--- config.mk ---
export PLATFORM = sky130hd
export DESIGN_NAME = countdown_segment_display_driver_top
export DESIGN_NICKNAME = d
export VERILOG_FILES = /design/src/hdl/cdsd_pkg.sv /design/src/hdl/cdsd_regs.sv /design/src/hdl/cdsd_div.sv /design/src/hdl/cdsd_dpath.sv /design/src/hdl/cdsd_ctrl.sv /design/src/hdl/countdown_segment_display_driver_top.sv
export VERILOG_INCLUDE_DIRS = /design/src /design/src/hdl
export SDC_FILE = /design/constraint.sdc
export NUM_CORES = 1
export LEC_CHECK = 0
export ABC_AREA = 1
export BUFFER_PORTS_ARGS = -buffer_cell sky130_fd_sc_hd__clkbuf_2
export CORE_MARGIN = 2
export CORE_UTILIZATION = 38
export DETAILED_ROUTE_END_ITERATION = 6
export GPL_TIMING_DRIVEN = 0
export HOLD_SLACK_MARGIN = 0.1
export SLEW_MARGIN = 10
export SYNTH_ARGS = -nofsm -noshare
export SYNTH_HDL_FRONTEND = slang
export SYNTH_SLANG_ARGS = --single-unit
--- constraint.sdc ---
create_clock -name clk -period 8.8 [get_ports clk]
set_input_delay 0.44 -clock clk [delete_from_list [all_inputs] [get_ports clk]]
set_output_delay 0.44 -clock clk [all_outputs]
set_load 0.02 [all_outputs]
--- src/hdl/countdown_segment_display_driver_top_macros.svh ---
// Assertion macros used by the countdown display driver controller.
`ifndef COUNTDOWN_SEGMENT_DISPLAY_DRIVER_TOP_MACROS_SVH
`define COUNTDOWN_SEGMENT_DISPLAY_DRIVER_TOP_MACROS_SVH

// Same-cycle implication, disabled while reset is held.
`define CDSD_ASSERT_IMP(label, clk, rst_n, ante, cons, msg) \
  label: assert property (@(posedge clk) disable iff (!rst_n) (ante) |-> (cons)) \
    else $error(msg);

// Next-cycle implication, disabled while reset is held.
`define CDSD_ASSERT_NXT(label, clk, rst_n, ante, cons, msg) \
  label: assert property (@(posedge clk) disable iff (!rst_n) (ante) |=> (cons)) \
    else $error(msg);

`endif

--- src/hdl/cdsd_pkg.sv ---
// Shared types and constants of the countdown display driver.
`default_nettype none

package cdsd_pkg;

  // Width of the tick counters; they saturate at their all-ones value.
  localparam int COUNT_WIDTH = 16;
  // Compare width that covers both a counter and a 16-bit period.
  localparam int CMP_W = (COUNT_WIDTH > 16) ? COUNT_WIDTH : 16;
  localparam int PERIOD_W = 16;

  // Serial divider geometry.
  localparam int DIV_W = 16;
  localparam int DIV_CNT_W = $clog2(DIV_W + 1);

  // Configuration port geometry.
  localparam int APB_AW = 5;
  localparam int APB_DW = 32;

  // Show-time limits.
  localparam logic [14:0] SECS_MAX = 15'd5999;
  localparam logic [15:0] SECS_PER_MIN = 16'd60;
  // Minutes = (seconds * SECS_RECIP) >> 19, exact for seconds up to 5999.
  localparam logic [13:0] SECS_RECIP = 14'd8739;

  // Segment bytes.
  localparam logic [7:0] SEG_G = 8'h40;
  localparam logic [7:0] COLON_BIT = 8'h80;
  localparam logic [7:0] SEG_LO_B = 8'h7C;
  localparam logic [7:0] SEG_LO_O = 8'h5C;
  localparam logic [7:0] SEG_LO_N = 8'h54;
  localparam logic [7:0] SEG_S = 8'h6D;
  localparam logic [7:0] SEG_A = 8'h77;
  localparam logic [7:0] SEG_F = 8'h71;
  localparam logic [7:0] SEG_E = 8'h79;
  localparam logic [7:0] SEG_BLANK = 8'h00;

  typedef enum logic [2:0] {
    OP_TICK  = 3'd0,
    OP_SHOW  = 3'd1,
    OP_BOOM  = 3'd2,
    OP_BLINK = 3'd3,
    OP_DASH  = 3'd4,
    OP_SAFE  = 3'd5,
    OP_SET   = 3'd6
  } op_t;

  typedef enum logic [1:0] {
    KIND_NONE  = 2'd0,
    KIND_BOOM  = 2'd1,
    KIND_BLINK = 2'd2
  } kind_t;

  typedef enum logic [2:0] {
    REG_COLON_EN     = 3'd0,
    REG_BLANK_EN     = 3'd1,
    REG_BLANK_MIN    = 3'd2,
    REG_COLON_PERIOD = 3'd3,
    REG_BLANK_PERIOD = 3'd4
  } reg_idx_t;

  typedef struct packed {
    logic                colon_en;
    logic                blank_en;
    logic                blank_min;
    logic [PERIOD_W-1:0] colon_period;
    logic [PERIOD_W-1:0] blank_period;
  } cdsd_cfg_t;

  // Controller to datapath.
  typedef struct packed {
    logic load_item;
    logic div_start;
    logic commit;
    logic out_load;
  } cdsd_cmd_t;

  // Datapath to controller.
  typedef struct packed {
    logic needs_div;
    logic div_busy;
    logic emit_req;
  } cdsd_sts_t;

endpackage

`default_nettype wire

--- src/hdl/cdsd_regs.sv ---
// Configuration register file behind the APB-style port.
`default_nettype none

module cdsd_regs import cdsd_pkg::*; (
  input  wire logic              clk,
  input  wire logic              rst_n,
  input  wire logic              psel,
  input  wire logic              penable,
  input  wire logic              pwrite,
  input  wire logic [APB_AW-1:0] paddr,
  input  wire logic [APB_DW-1:0] pwdata,
  output logic      [APB_DW-1:0] prdata,
  output logic                   pready,
  output cdsd_cfg_t              cfg
);

  cdsd_cfg_t cfg_r, cfg_nxt;
  logic      wr_en;
  reg_idx_t  idx;

  assign pready = 1'b1;
  assign wr_en  = psel && penable && pwrite;
  assign idx    = reg_idx_t'(paddr[APB_AW-1:2]);

  // Decode the write transaction
  always_comb begin
    cfg_nxt = cfg_r;
    if (wr_en) begin
      case (idx)
        REG_COLON_EN:     cfg_nxt.colon_en     = pwdata[0];
        REG_BLANK_EN:     cfg_nxt.blank_en     = pwdata[0];
        REG_BLANK_MIN:    cfg_nxt.blank_min    = pwdata[0];
        REG_COLON_PERIOD: cfg_nxt.colon_period = pwdata[PERIOD_W-1:0];
        REG_BLANK_PERIOD: cfg_nxt.blank_period = pwdata[PERIOD_W-1:0];
        default: ;
      endcase
    end
  end

  // Read back
  always_comb begin
    case (idx)
      REG_COLON_EN:     prdata = APB_DW'(cfg_r.colon_en);
      REG_BLANK_EN:     prdata = APB_DW'(cfg_r.blank_en);
      REG_BLANK_MIN:    prdata = APB_DW'(cfg_r.blank_min);
      REG_COLON_PERIOD: prdata = APB_DW'(cfg_r.colon_period);
      REG_BLANK_PERIOD: prdata = APB_DW'(cfg_r.blank_period);
      default:          prdata = '0;
    endcase
  end

  always_ff @(posedge clk) begin
    if (!rst_n) begin
      cfg_r.colon_en     <= 1'b0;
      cfg_r.blank_en     <= 1'b1;
      cfg_r.blank_min    <= 1'b0;
      cfg_r.colon_period <= PERIOD_W'(500);
      cfg_r.blank_period <= PERIOD_W'(500);
    end else begin
      cfg_r <= cfg_nxt;
    end
  end

  assign cfg = cfg_r;

endmodule

`default_nettype wire

--- src/hdl/cdsd_div.sv ---
// Restoring serial divider, one quotient bit per cycle.
`default_nettype none

module cdsd_div import cdsd_pkg::*; (
  input  wire logic             clk,
  input  wire logic             rst_n,
  input  wire logic             start,
  input  wire logic [DIV_W-1:0] dividend,
  input  wire logic [DIV_W-1:0] divisor,
  output logic                  busy,
  output logic      [DIV_W-1:0] quotient
);

  logic [DIV_W-1:0]     quo_r, quo_nxt;
  logic [DIV_W-1:0]     rem_r, rem_nxt;
  logic [DIV_W-1:0]     dsr_r, dsr_nxt;
  logic [DIV_CNT_W-1:0] cnt_r, cnt_nxt;
  logic                 busy_r, busy_nxt;
  logic [DIV_W:0]       rem_shift;
  logic [DIV_W:0]       diff;

  assign rem_shift = {rem_r, quo_r[DIV_W-1]};
  assign diff      = rem_shift - {1'b0, dsr_r};

  // Load operands or shift in one quotient bit
  always_comb begin
    quo_nxt  = quo_r;
    rem_nxt  = rem_r;
    dsr_nxt  = dsr_r;
    cnt_nxt  = cnt_r;
    busy_nxt = busy_r;
    if (start) begin
      quo_nxt  = dividend;
      rem_nxt  = '0;
      dsr_nxt  = divisor;
      cnt_nxt  = DIV_CNT_W'(DIV_W);
      busy_nxt = 1'b1;
    end else if (busy_r) begin
      if (!diff[DIV_W]) begin
        rem_nxt = diff[DIV_W-1:0];
        quo_nxt = {quo_r[DIV_W-2:0], 1'b1};
      end else begin
        rem_nxt = rem_shift[DIV_W-1:0];
        quo_nxt = {quo_r[DIV_W-2:0], 1'b0};
      end
      cnt_nxt = cnt_r - 1'b1;
      if (cnt_r == DIV_CNT_W'(1)) begin
        busy_nxt = 1'b0;
      end
    end
  end

  always_ff @(posedge clk) begin
    if (!rst_n) begin
      cnt_r  <= '0;
      busy_r <= 1'b0;
    end else begin
      cnt_r  <= cnt_nxt;
      busy_r <= busy_nxt;
    end
  end

  always_ff @(posedge clk) begin
    quo_r <= quo_nxt;
    rem_r <= rem_nxt;
    dsr_r <= dsr_nxt;
  end

  assign busy     = busy_r;
  assign quotient = quo_r;

endmodule

`default_nettype wire

--- src/hdl/cdsd_dpath.sv ---
// Datapath: phase and animation state, divider, segment result register.
`default_nettype none

module cdsd_dpath import cdsd_pkg::*; (
  input  wire logic        clk,
  input  wire logic        rst_n,
  input  wire logic [2:0]  in_opcode,
  input  wire logic [14:0] in_seconds_left,
  input  wire logic [15:0] in_anim_period,
  input  wire logic [15:0] in_anim_length,
  input  wire logic        in_anim_repeat,
  input  wire logic        in_colon_value,
  input  wire logic        in_blank_value,
  input  cdsd_cfg_t        cfg,
  input  cdsd_cmd_t        cmd,
  output cdsd_sts_t        sts,
  output logic [7:0]       out_digit0_segs,
  output logic [7:0]       out_digit1_segs,
  output logic [7:0]       out_digit2_segs,
  output logic [7:0]       out_digit3_segs,
  output logic             out_anim_busy
);

  localparam logic [COUNT_WIDTH-1:0] CNT_MAX = '1;

  // Segment pattern of one decimal digit
  function automatic logic [7:0] seg_of(input logic [3:0] d);
    logic [7:0] s;
    case (d)
      4'd0: s = 8'h3F;
      4'd1: s = 8'h06;
      4'd2: s = 8'h5B;
      4'd3: s = 8'h4F;
      4'd4: s = 8'h66;
      4'd5: s = 8'h6D;
      4'd6: s = 8'h7D;
      4'd7: s = 8'h07;
      4'd8: s = 8'h7F;
      4'd9: s = 8'h6F;
      default: s = SEG_BLANK;
    endcase
    return s;
  endfunction

  // Tens of a value below 100 by reciprocal multiply
  function automatic logic [3:0] tens_of(input logic [6:0] v);
    logic [14:0] p;
    p = 15'(v) * 15'd205;
    return p[14:11];
  endfunction

  function automatic logic [3:0] ones_of(input logic [6:0] v, input logic [3:0] t);
    logic [6:0] r;
    r = v - 7'(t) * 7'd10;
    return r[3:0];
  endfunction

  // Latched transaction
  op_t               op_r;
  logic [15:0]       period_r;
  logic              repeat_r;
  logic              colon_val_r;
  logic              blank_val_r;
  logic [6:0]        mm_r;
  logic [5:0]        ss_r;

  // Display state
  logic                   colon_phase_r, colon_phase_nxt;
  logic                   blank_phase_r, blank_phase_nxt;
  logic [COUNT_WIDTH-1:0] colon_cnt_r, colon_cnt_nxt;
  logic [COUNT_WIDTH-1:0] blank_cnt_r, blank_cnt_nxt;
  logic [COUNT_WIDTH-1:0] anim_cnt_r, anim_cnt_nxt;
  logic [15:0]            step_period_r, step_period_nxt;
  logic [15:0]            iter_r, iter_nxt;
  kind_t                  kind_r, kind_nxt;
  logic                   shown_r, shown_nxt;
  logic                   forever_r, forever_nxt;

  // Result register
  logic [7:0] d0_r, d1_r, d2_r, d3_r;
  logic       busy_r;
  logic [7:0] d0_nxt, d1_nxt, d2_nxt, d3_nxt;

  // Divider hookup
  op_t         in_op;
  logic [15:0] div_dividend;
  logic [15:0] div_divisor;
  logic        div_busy;
  logic [15:0] div_quo;

  // Status terms
  logic        needs_div;
  logic        emit_req;

  // Minutes and seconds of the incoming transaction
  logic [12:0] secs_sat;
  logic [26:0] mm_prod;
  logic [6:0]  mm_calc;
  logic [12:0] ss_full;

  // Tick terms
  logic [COUNT_WIDTH-1:0] colon_inc, blank_inc, anim_inc;
  logic                   colon_hit, blank_hit, anim_hit;
  logic [15:0]            iter_dec, iter_tick;

  // Time digits
  logic [6:0] mm, ss;
  logic [3:0] mm_t, mm_o, ss_t, ss_o;

  assign in_op = op_t'(in_opcode);

  // Divide the animation length by its period, zero period counting as one
  assign div_dividend = in_anim_length;
  assign div_divisor  = (in_anim_period == 16'd0) ? 16'd1 : in_anim_period;

  cdsd_div u_div (
    .clk       (clk),
    .rst_n     (rst_n),
    .start     (cmd.div_start),
    .dividend  (div_dividend),
    .divisor   (div_divisor),
    .busy      (div_busy),
    .quotient  (div_quo)
  );

  // Split saturated seconds into minutes and seconds by reciprocal multiply
  assign secs_sat = (in_seconds_left > SECS_MAX) ? 13'(SECS_MAX) : in_seconds_left[12:0];
  assign mm_prod  = 27'(secs_sat) * 27'(SECS_RECIP);
  assign mm_calc  = mm_prod[25:19];
  assign ss_full  = secs_sat - 13'(mm_calc) * 13'(SECS_PER_MIN);

  // Capture the transaction
  always_ff @(posedge clk) begin
    if (cmd.load_item) begin
      op_r        <= in_op;
      period_r    <= in_anim_period;
      repeat_r    <= in_anim_repeat;
      colon_val_r <= in_colon_value;
      blank_val_r <= in_blank_value;
      mm_r        <= mm_calc;
      ss_r        <= ss_full[5:0];
    end
  end

  // Saturating counters and toggle detection
  always_comb begin
    colon_inc = (colon_cnt_r == CNT_MAX) ? colon_cnt_r : colon_cnt_r + 1'b1;
    blank_inc = (blank_cnt_r == CNT_MAX) ? blank_cnt_r : blank_cnt_r + 1'b1;
    anim_inc  = (anim_cnt_r == CNT_MAX) ? anim_cnt_r : anim_cnt_r + 1'b1;
    colon_hit = cfg.colon_en && (CMP_W'(colon_inc) > CMP_W'(cfg.colon_period));
    blank_hit = cfg.blank_en && (CMP_W'(blank_inc) > CMP_W'(cfg.blank_period));
    anim_hit  = (kind_r != KIND_NONE) && (CMP_W'(anim_inc) > CMP_W'(step_period_r));
    iter_dec  = (iter_r != 16'd0) ? iter_r - 16'd1 : 16'd0;
    iter_tick = ((iter_dec == 16'd0) && forever_r) ? 16'd1 : iter_dec;
  end

  // Next state of the display
  always_comb begin
    colon_phase_nxt = colon_phase_r;
    blank_phase_nxt = blank_phase_r;
    colon_cnt_nxt   = colon_cnt_r;
    blank_cnt_nxt   = blank_cnt_r;
    anim_cnt_nxt    = anim_cnt_r;
    step_period_nxt = step_period_r;
    iter_nxt        = iter_r;
    kind_nxt        = kind_r;
    shown_nxt       = shown_r;
    forever_nxt     = forever_r;
    case (op_r)
      OP_TICK: begin
        colon_cnt_nxt = colon_hit ? '0 : colon_inc;
        colon_phase_nxt = colon_phase_r ^ colon_hit;
        blank_cnt_nxt = blank_hit ? '0 : blank_inc;
        blank_phase_nxt = blank_phase_r ^ blank_hit;
        if (kind_r != KIND_NONE) begin
          anim_cnt_nxt = anim_hit ? '0 : anim_inc;
          if (anim_hit) begin
            shown_nxt = ~shown_r;
            iter_nxt  = iter_tick;
            if (iter_tick == 16'd0) begin
              kind_nxt    = KIND_NONE;
              forever_nxt = 1'b0;
            end
          end
        end
      end
      OP_BOOM, OP_BLINK: begin
        kind_nxt        = (op_r == OP_BOOM) ? KIND_BOOM : KIND_BLINK;
        shown_nxt       = 1'b1;
        iter_nxt        = div_quo;
        step_period_nxt = period_r;
        forever_nxt     = (op_r == OP_BLINK) && repeat_r;
        anim_cnt_nxt    = '0;
      end
      OP_SET: begin
        colon_phase_nxt = colon_val_r;
        blank_phase_nxt = blank_val_r;
      end
      default: ;
    endcase
  end

  // Split minutes and seconds into decimal digits
  assign mm   = mm_r;
  assign ss   = {1'b0, ss_r};
  assign mm_t = tens_of(mm);
  assign mm_o = ones_of(mm, mm_t);
  assign ss_t = tens_of(ss);
  assign ss_o = ones_of(ss, ss_t);

  // Result segments
  always_comb begin
    d0_nxt   = SEG_BLANK;
    d1_nxt   = SEG_BLANK;
    d2_nxt   = SEG_BLANK;
    d3_nxt   = SEG_BLANK;
    emit_req = 1'b0;
    case (op_r)
      OP_TICK: begin
        emit_req = anim_hit && (kind_r == KIND_BOOM);
        if (shown_nxt) begin
          d0_nxt = SEG_LO_B;
          d1_nxt = SEG_LO_O;
          d2_nxt = SEG_LO_O;
          d3_nxt = SEG_LO_N;
        end
      end
      OP_SHOW: begin
        emit_req = 1'b1;
        d0_nxt = seg_of(mm_t);
        d1_nxt = seg_of(mm_o);
        d2_nxt = seg_of(ss_t);
        d3_nxt = seg_of(ss_o);
        if (blank_phase_r) begin
          if (cfg.blank_min) begin
            d0_nxt = SEG_BLANK;
            d1_nxt = SEG_BLANK;
          end else begin
            d2_nxt = SEG_BLANK;
            d3_nxt = SEG_BLANK;
          end
        end
        if (colon_phase_r) begin
          d1_nxt = d1_nxt | COLON_BIT;
        end
      end
      OP_DASH: begin
        emit_req = 1'b1;
        d0_nxt = SEG_G;
        d1_nxt = SEG_G;
        d2_nxt = SEG_G;
        d3_nxt = SEG_G;
      end
      OP_SAFE: begin
        emit_req = 1'b1;
        d0_nxt = SEG_S;
        d1_nxt = SEG_A;
        d2_nxt = SEG_F;
        d3_nxt = SEG_E;
      end
      default: ;
    endcase
  end

  assign needs_div = (in_op == OP_BOOM) || (in_op == OP_BLINK);
  assign sts       = '{needs_div: needs_div, div_busy: div_busy, emit_req: emit_req};

  // Commit state updates
  always_ff @(posedge clk) begin
    if (!rst_n) begin
      colon_phase_r <= 1'b0;
      blank_phase_r <= 1'b1;
      colon_cnt_r   <= '0;
      blank_cnt_r   <= '0;
      anim_cnt_r    <= '0;
      step_period_r <= 16'd100;
      iter_r        <= 16'd0;
      kind_r        <= KIND_NONE;
      shown_r       <= 1'b1;
      forever_r     <= 1'b0;
    end else if (cmd.commit) begin
      colon_phase_r <= colon_phase_nxt;
      blank_phase_r <= blank_phase_nxt;
      colon_cnt_r   <= colon_cnt_nxt;
      blank_cnt_r   <= blank_cnt_nxt;
      anim_cnt_r    <= anim_cnt_nxt;
      step_period_r <= step_period_nxt;
      iter_r        <= iter_nxt;
      kind_r        <= kind_nxt;
      shown_r       <= shown_nxt;
      forever_r     <= forever_nxt;
    end
  end

  // Load the result register
  always_ff @(posedge clk) begin
    if (cmd.out_load) begin
      d0_r   <= d0_nxt;
      d1_r   <= d1_nxt;
      d2_r   <= d2_nxt;
      d3_r   <= d3_nxt;
      busy_r <= (kind_nxt != KIND_NONE);
    end
  end

  assign out_digit0_segs = d0_r;
  assign out_digit1_segs = d1_r;
  assign out_digit2_segs = d2_r;
  assign out_digit3_segs = d3_r;
  assign out_anim_busy   = busy_r;

endmodule

`default_nettype wire

--- src/hdl/cdsd_ctrl.sv ---
// Controller: sequences accept, divide and commit, and owns the result valid.
`default_nettype none

`include "countdown_segment_display_driver_top_macros.svh"

module cdsd_ctrl import cdsd_pkg::*; (
  input  wire logic clk,
  input  wire logic rst_n,
  input  wire logic in_valid,
  output logic      in_ready,
  output logic      out_valid,
  input  wire logic out_ready,
  output cdsd_cmd_t cmd,
  input  cdsd_sts_t sts
);

  typedef enum logic [2:0] {
    ST_IDLE   = 3'b001,
    ST_DIVIDE = 3'b010,
    ST_APPLY  = 3'b100
  } state_t;

  state_t state_r, state_nxt;
  logic   out_valid_r, out_valid_nxt;
  logic   slot_free;

  assign slot_free = !out_valid_r || out_ready;
  assign in_ready  = (state_r == ST_IDLE);

  // Advance the sequencer
  always_comb begin
    state_nxt = state_r;
    cmd       = '0;
    case (state_r)
      ST_IDLE: begin
        if (in_valid) begin
          cmd.load_item = 1'b1;
          cmd.div_start = sts.needs_div;
          state_nxt     = sts.needs_div ? ST_DIVIDE : ST_APPLY;
        end
      end
      ST_DIVIDE: begin
        if (!sts.div_busy) begin
          state_nxt = ST_APPLY;
        end
      end
      ST_APPLY: begin
        // hold while a result is due and the output slot is full
        if (!sts.emit_req || slot_free) begin
          cmd.commit   = 1'b1;
          cmd.out_load = sts.emit_req;
          state_nxt    = ST_IDLE;
        end
      end
      default: state_nxt = ST_IDLE;
    endcase
  end

  // Track the result register
  always_comb begin
    out_valid_nxt = out_valid_r;
    if (cmd.out_load) begin
      out_valid_nxt = 1'b1;
    end else if (out_ready) begin
      out_valid_nxt = 1'b0;
    end
  end

  always_ff @(posedge clk) begin
    if (!rst_n) begin
      state_r     <= ST_IDLE;
      out_valid_r <= 1'b0;
    end else begin
      state_r     <= state_nxt;
      out_valid_r <= out_valid_nxt;
    end
  end

  assign out_valid = out_valid_r;

  `CDSD_ASSERT_IMP(a_idle_div_quiet, clk, rst_n, in_ready, !sts.div_busy, "divider busy while idle")
  `CDSD_ASSERT_IMP(a_load_slot_free, clk, rst_n, cmd.out_load, slot_free, "result overwrites pending transaction")
  `CDSD_ASSERT_NXT(a_start_divides, clk, rst_n, cmd.div_start, (state_r == ST_DIVIDE) && sts.div_busy, "divide not started")

endmodule

`default_nettype wire

--- src/hdl/countdown_segment_display_driver_top.sv ---
// Countdown display driver: four-digit seven-segment result per transaction.
//
// Input channel (in_valid/in_ready) carries one opcode item: tick, show time,
// start boom, start blink, dashes, safe or set phases. Result channel
// (out_valid/out_ready) carries four segment bytes and the animation busy flag.
// Show time, dashes and safe always give a result; a tick gives one only when
// the boom animation toggles; the other opcodes give none.
// One transaction is worked on at a time. Tick, show time, dashes, safe and set
// phases pass from accept through an apply state, which commits the display
// state and loads any result register; show time splits minutes and seconds by
// a reciprocal multiply as it is accepted. Start boom and start blink first run
// the 16-step serial divider (length by period) in a divide state before apply.
// The result sits in an output register: the next transaction is accepted while
// it waits. If a stalled receiver still holds the previous result when a new
// one is due, the block holds that transaction until the register frees.
// Reset (synchronous, active low) restores configuration, sequencer and display
// state to their defaults and drops out_valid; the user writes configuration
// over the APB-style port only while idle, which the block does not enforce.
`default_nettype none

module countdown_segment_display_driver_top import cdsd_pkg::*; (
  input  wire logic              clk,
  input  wire logic              rst_n,
  // configuration port
  input  wire logic              psel,
  input  wire logic              penable,
  input  wire logic              pwrite,
  input  wire logic [APB_AW-1:0] paddr,
  input  wire logic [APB_DW-1:0] pwdata,
  output logic      [APB_DW-1:0] prdata,
  output logic                   pready,
  // input channel
  input  wire logic              in_valid,
  output logic                   in_ready,
  input  wire logic [2:0]        in_opcode,
  input  wire logic [14:0]       in_seconds_left,
  input  wire logic [15:0]       in_anim_period,
  input  wire logic [15:0]       in_anim_length,
  input  wire logic              in_anim_repeat,
  input  wire logic              in_colon_value,
  input  wire logic              in_blank_value,
  // result channel
  output logic                   out_valid,
  input  wire logic              out_ready,
  output logic      [7:0]        out_digit0_segs,
  output logic      [7:0]        out_digit1_segs,
  output logic      [7:0]        out_digit2_segs,
  output logic      [7:0]        out_digit3_segs,
  output logic                   out_anim_busy
);

  cdsd_cfg_t cfg;
  cdsd_cmd_t cmd;
  cdsd_sts_t sts;

  cdsd_regs u_regs (
    .clk     (clk),
    .rst_n   (rst_n),
    .psel    (psel),
    .penable (penable),
    .pwrite  (pwrite),
    .paddr   (paddr),
    .pwdata  (pwdata),
    .prdata  (prdata),
    .pready  (pready),
    .cfg     (cfg)
  );

  cdsd_ctrl u_ctrl (
    .clk       (clk),
    .rst_n     (rst_n),
    .in_valid  (in_valid),
    .in_ready  (in_ready),
    .out_valid (out_valid),
    .out_ready (out_ready),
    .cmd       (cmd),
    .sts       (sts)
  );

  cdsd_dpath u_dpath (
    .clk             (clk),
    .rst_n           (rst_n),
    .in_opcode       (in_opcode),
    .in_seconds_left (in_seconds_left),
    .in_anim_period  (in_anim_period),
    .in_anim_length  (in_anim_length),
    .in_anim_repeat  (in_anim_repeat),
    .in_colon_value  (in_colon_value),
    .in_blank_value  (in_blank_value),
    .cfg             (cfg),
    .cmd             (cmd),
    .sts             (sts),
    .out_digit0_segs (out_digit0_segs),
    .out_digit1_segs (out_digit1_segs),
    .out_digit2_segs (out_digit2_segs),
    .out_digit3_segs (out_digit3_segs),
    .out_anim_busy   (out_anim_busy)
  );

endmodule

`default_nettype wire

==> summary.txt <==
status = finished clean
Die X = 221 um
Layout area overhead = 15.5%
register area share after synthesis = 32.8%
Worst-Skew Late Latency = 580 ps
VDD IR max = 0.000206 V
unrepaired setup endpoints after global routing = no
final net count = 2,818
synthesized flop and latch total = 244
IO Port Bufs = 126
crit path DAT = 6840 ps
Design Area, Final = 20,600 um^2
Tmin final = 6510 ps
largest net degree at the start of global routing = 31
Routed wire per std cell = 15.1 um
Worst Reg-to-Reg Cells = 23
# setup viols final = 0
Mean Syn Cell Area = 7.88 um^2
Clock Path Buffers = 3
RR Startpoint = u_dpath.mm[4]$_DFFE_PP_
TritonCTS clock tree = built
Max Fclk = 154 MHz
Leak = 9.69 nW
Pre-antenna DRT Iters = 5
Reg2Reg Setup Slack = 3550 ps
starting DRC count in detailed routing = 974
Max Cap Viol = 0
commonest non-fill, non-tap cells in the layout = nand2_1, inv_1, ha_1
root buf cell = clkbuf_16
Post-Syn Area = 17,800 um^2
max incr delay on CP = 510 ps
power per cell area = 283 nW/um^2
Least-Margin Pin Slew = 856 ps
die height = 221 um
Critical Path Stages = 37
Starting Density = 38.4%
remaining routing DRC violations = 0
Vias = 15,500
Clock Skew = 9.48 ps
gr usage total = 19.2%
DRT Wirelength = 46.6 mm
Most common cell on crit path = ha_1
hold path endpoint = u_regs.cfg[8]$_SDFFE_PN1P_
antenna violations before repair = 0
post-CTS setup buffers = 0
CP startpoint kind = input port
Crit path max-delay family = adder cells
core area = 46,500 um^2
placed cell areas = 19,300 um^2
CP bufs+invs = 8
reg2reg end = u_dpath.out_digit1_segs[2]$_DFFE_PP_
pre-CTS setup slack = 1700 ps
Ports = 165
n_diodes = 0
YS warnings = 0
total CTS buffers = 29
worst min path class = input port to register
crit-path max FO = 10
Post-DRT Antenna Nets = 0
total gr overflow = 0
Std-Cell Rows = 79
post-synth cell types = 58
hold path depth = 3
fin cells = 3,090
vias in the first global route = 15,000
Hold Vio Cnt, Final = 0
setup ws final = 2290 ps
Slew headroom = 42.9%
dpl hpwl = 37.2 mm
Placed Cells = 3,014
H-tree Lvls = 1
cells after synthesis = 2,262
fin. max-slew vios = 0
Slowest cell on crit path = fa_1
Final Power = 5.83 mW
total negative slack = 0 ps
HP Start = pwdata[8]
first-pass GRT wire length = 75.7 mm
layout cells sized above 1 = 11.2%
Die ar. = 48,700 um^2
Sink Count = 244
GP Congestion = 0.948
worst setup path startpoint = in_seconds_left[6]
Period Utilization, post-route = 74.0%
worst setup path category = input port to register
vias per cell = 5.03
Critical Path Sink Type = register
CTS clk-pin slew, worst paths = 60 ps
commonest non-fill, non-tap cell in the layout = nand2_1
CP Data Required Time = 9140 ps
## worst reg2reg max path, cell delays in order (launching register included)
cell and delay, ps:
edfxtp_1 450, ha_1 350, inv_1 70, fa_1 510, inv_1 40, ha_1 300
fa_1 460, ha_1 320, and3_1 180, a31oi_1 280, o21ai_1 140, a21o_1 180
xor2_1 260, inv_1 170, fa_1 420, xor2_1 160, inv_1 60, nand2_1 60
nand2_1 90, nand2_1 70, nand2_1 180, nand3_1 90, nand3_1 80, nand2_1 60
## metrics by stage
stage	util [%]	hold slack [ps]
2_1_floorplan	-	435
3_3_place_gp	41.5	450
3_5_place_dp	41.6	450
4_1_cts	44.3	103
5_1_grt	44.3	108
6_report	44.3	116
## report_power, final
group | switching [mW] | internal (mW) | leakage (nW)
logic | 1.95 | 1.19 | 7.10
registers | 0.0642 | 1.30 | 2.09
clock network | 0.511 | 0.820 | 0.502
total | 2.52 | 3.30 | 9.69
## how the worst max path moves through the flow
| stage | endpoint | slack [ps] |
|---|---|---|
| after floorplan | u_dpath.ss_r[5]$_DFFE_PP_ | 2370 |
| after global placement | u_dpath.ss_r[5]$_DFFE_PP_ | 1750 |
| after detailed placement | u_dpath.ss_r[5]$_DFFE_PP_ | 1700 |
| after CTS | u_dpath.ss_r[5]$_DFFE_PP_ | 2310 |
| after global routing | u_dpath.ss_r[5]$_DFFE_PP_ | 1740 |
| final | u_dpath.ss_r[5]$_DFFE_PP_ | 2290 |
## final cells by class
cell class                      count  area [um^2]
Multi-Input combinational cell   1592        10200
Buffer                             81          440
Clock buffer                       32          747
Inverter                          363         1360
Clock inverter                     22          312
Sequential cell                   244         5860
Fill cell                        4726        25900
Timing Repair Buffer              149          878
Tap cell                          607          759
## synthesized netlist by cell type, drive strengths merged
library cell / count / area, um^2
a311o: 1 / 10.0
or2: 11 / 68.8
o211a: 1 / 10.0
nand2: 411 / 1580
xor2: 42 / 375
clkinv: 1 / 5.00
xnor2: 16 / 140
a21oi: 202 / 1010
inv: 362 / 1360
a31o: 2 / 17.5
o31ai: 5 / 37.5
nor4: 13 / 93.8
nand3b: 7 / 52.6
a32o: 6 / 60.1
a211oi: 31 / 238
nand3: 102 / 546
conb: 2 / 7.51
ha: 225 / 2820
nor3: 36 / 213
edfxtp: 97 / 2910
nor2: 173 / 711
o211ai: 17 / 128
fa: 36 / 721
o221ai: 2 / 17.5
a21boi: 2 / 15.0
a31oi: 8 / 50.1
and3: 3 / 18.8
o21bai: 7 / 56.3
buf: 38 / 279
o2111ai: 1 / 8.76
a221oi: 1 / 8.76
dfxtp: 147 / 2940
o21ai: 146 / 738
nand4: 29 / 181
o21a: 5 / 37.5
o22ai: 21 / 131
clkbuf: 43 / 161
a21o: 7 / 52.6
a41o: 1 / 10.0
nor3b: 2 / 15.0
## logic make-up after synthesis
group | count (synthesis) | synth area share (%)
other | 2 | 0.0421
xor gates and xnor gates | 58 | 2.89
buffers and inverters | 444 | 10.1
DFF | 244 | 32.8
AOI/OAI and AO/OA | 466 | 14.8
adders and majority gates | 261 | 19.8
and+or+nand+nor | 787 | 19.5
## registers in the layout, summed over array words and instances (netlist names), 8 cells and up
register	flops
u_regs.cfg	35
u_dpath.out_digit1_segs	8
u_dpath.colon_cnt_r	16
u_dpath.blank_cnt_r	16
u_dpath.period_r	16
u_dpath.u_div.dsr_r	16
u_dpath.anim_cnt_r	16
u_dpath.u_div.quotient	16
u_dpath.u_div.rem_r	16
u_dpath.iter_r	16
u_dpath.step_period_r	16
## per-layer routing
metal  global-route usage, %  part of all wire (%)  up-vias
li1                        -                     -     7925
met1                    25.8                    46     7187
met2                    32.3                    46      359
met3                    2.21                   4.4       70
met4                    6.09                   2.9        0
met5                       0                     0        -
## repair_timing
item	CTS	global route
hold buffers	22	0
gates resized for setup	0	0
endpoints found under the setup margin	0	0
endpoints found under the hold margin	25	0
No activity file was read; power rests on OpenSTA's default activity.
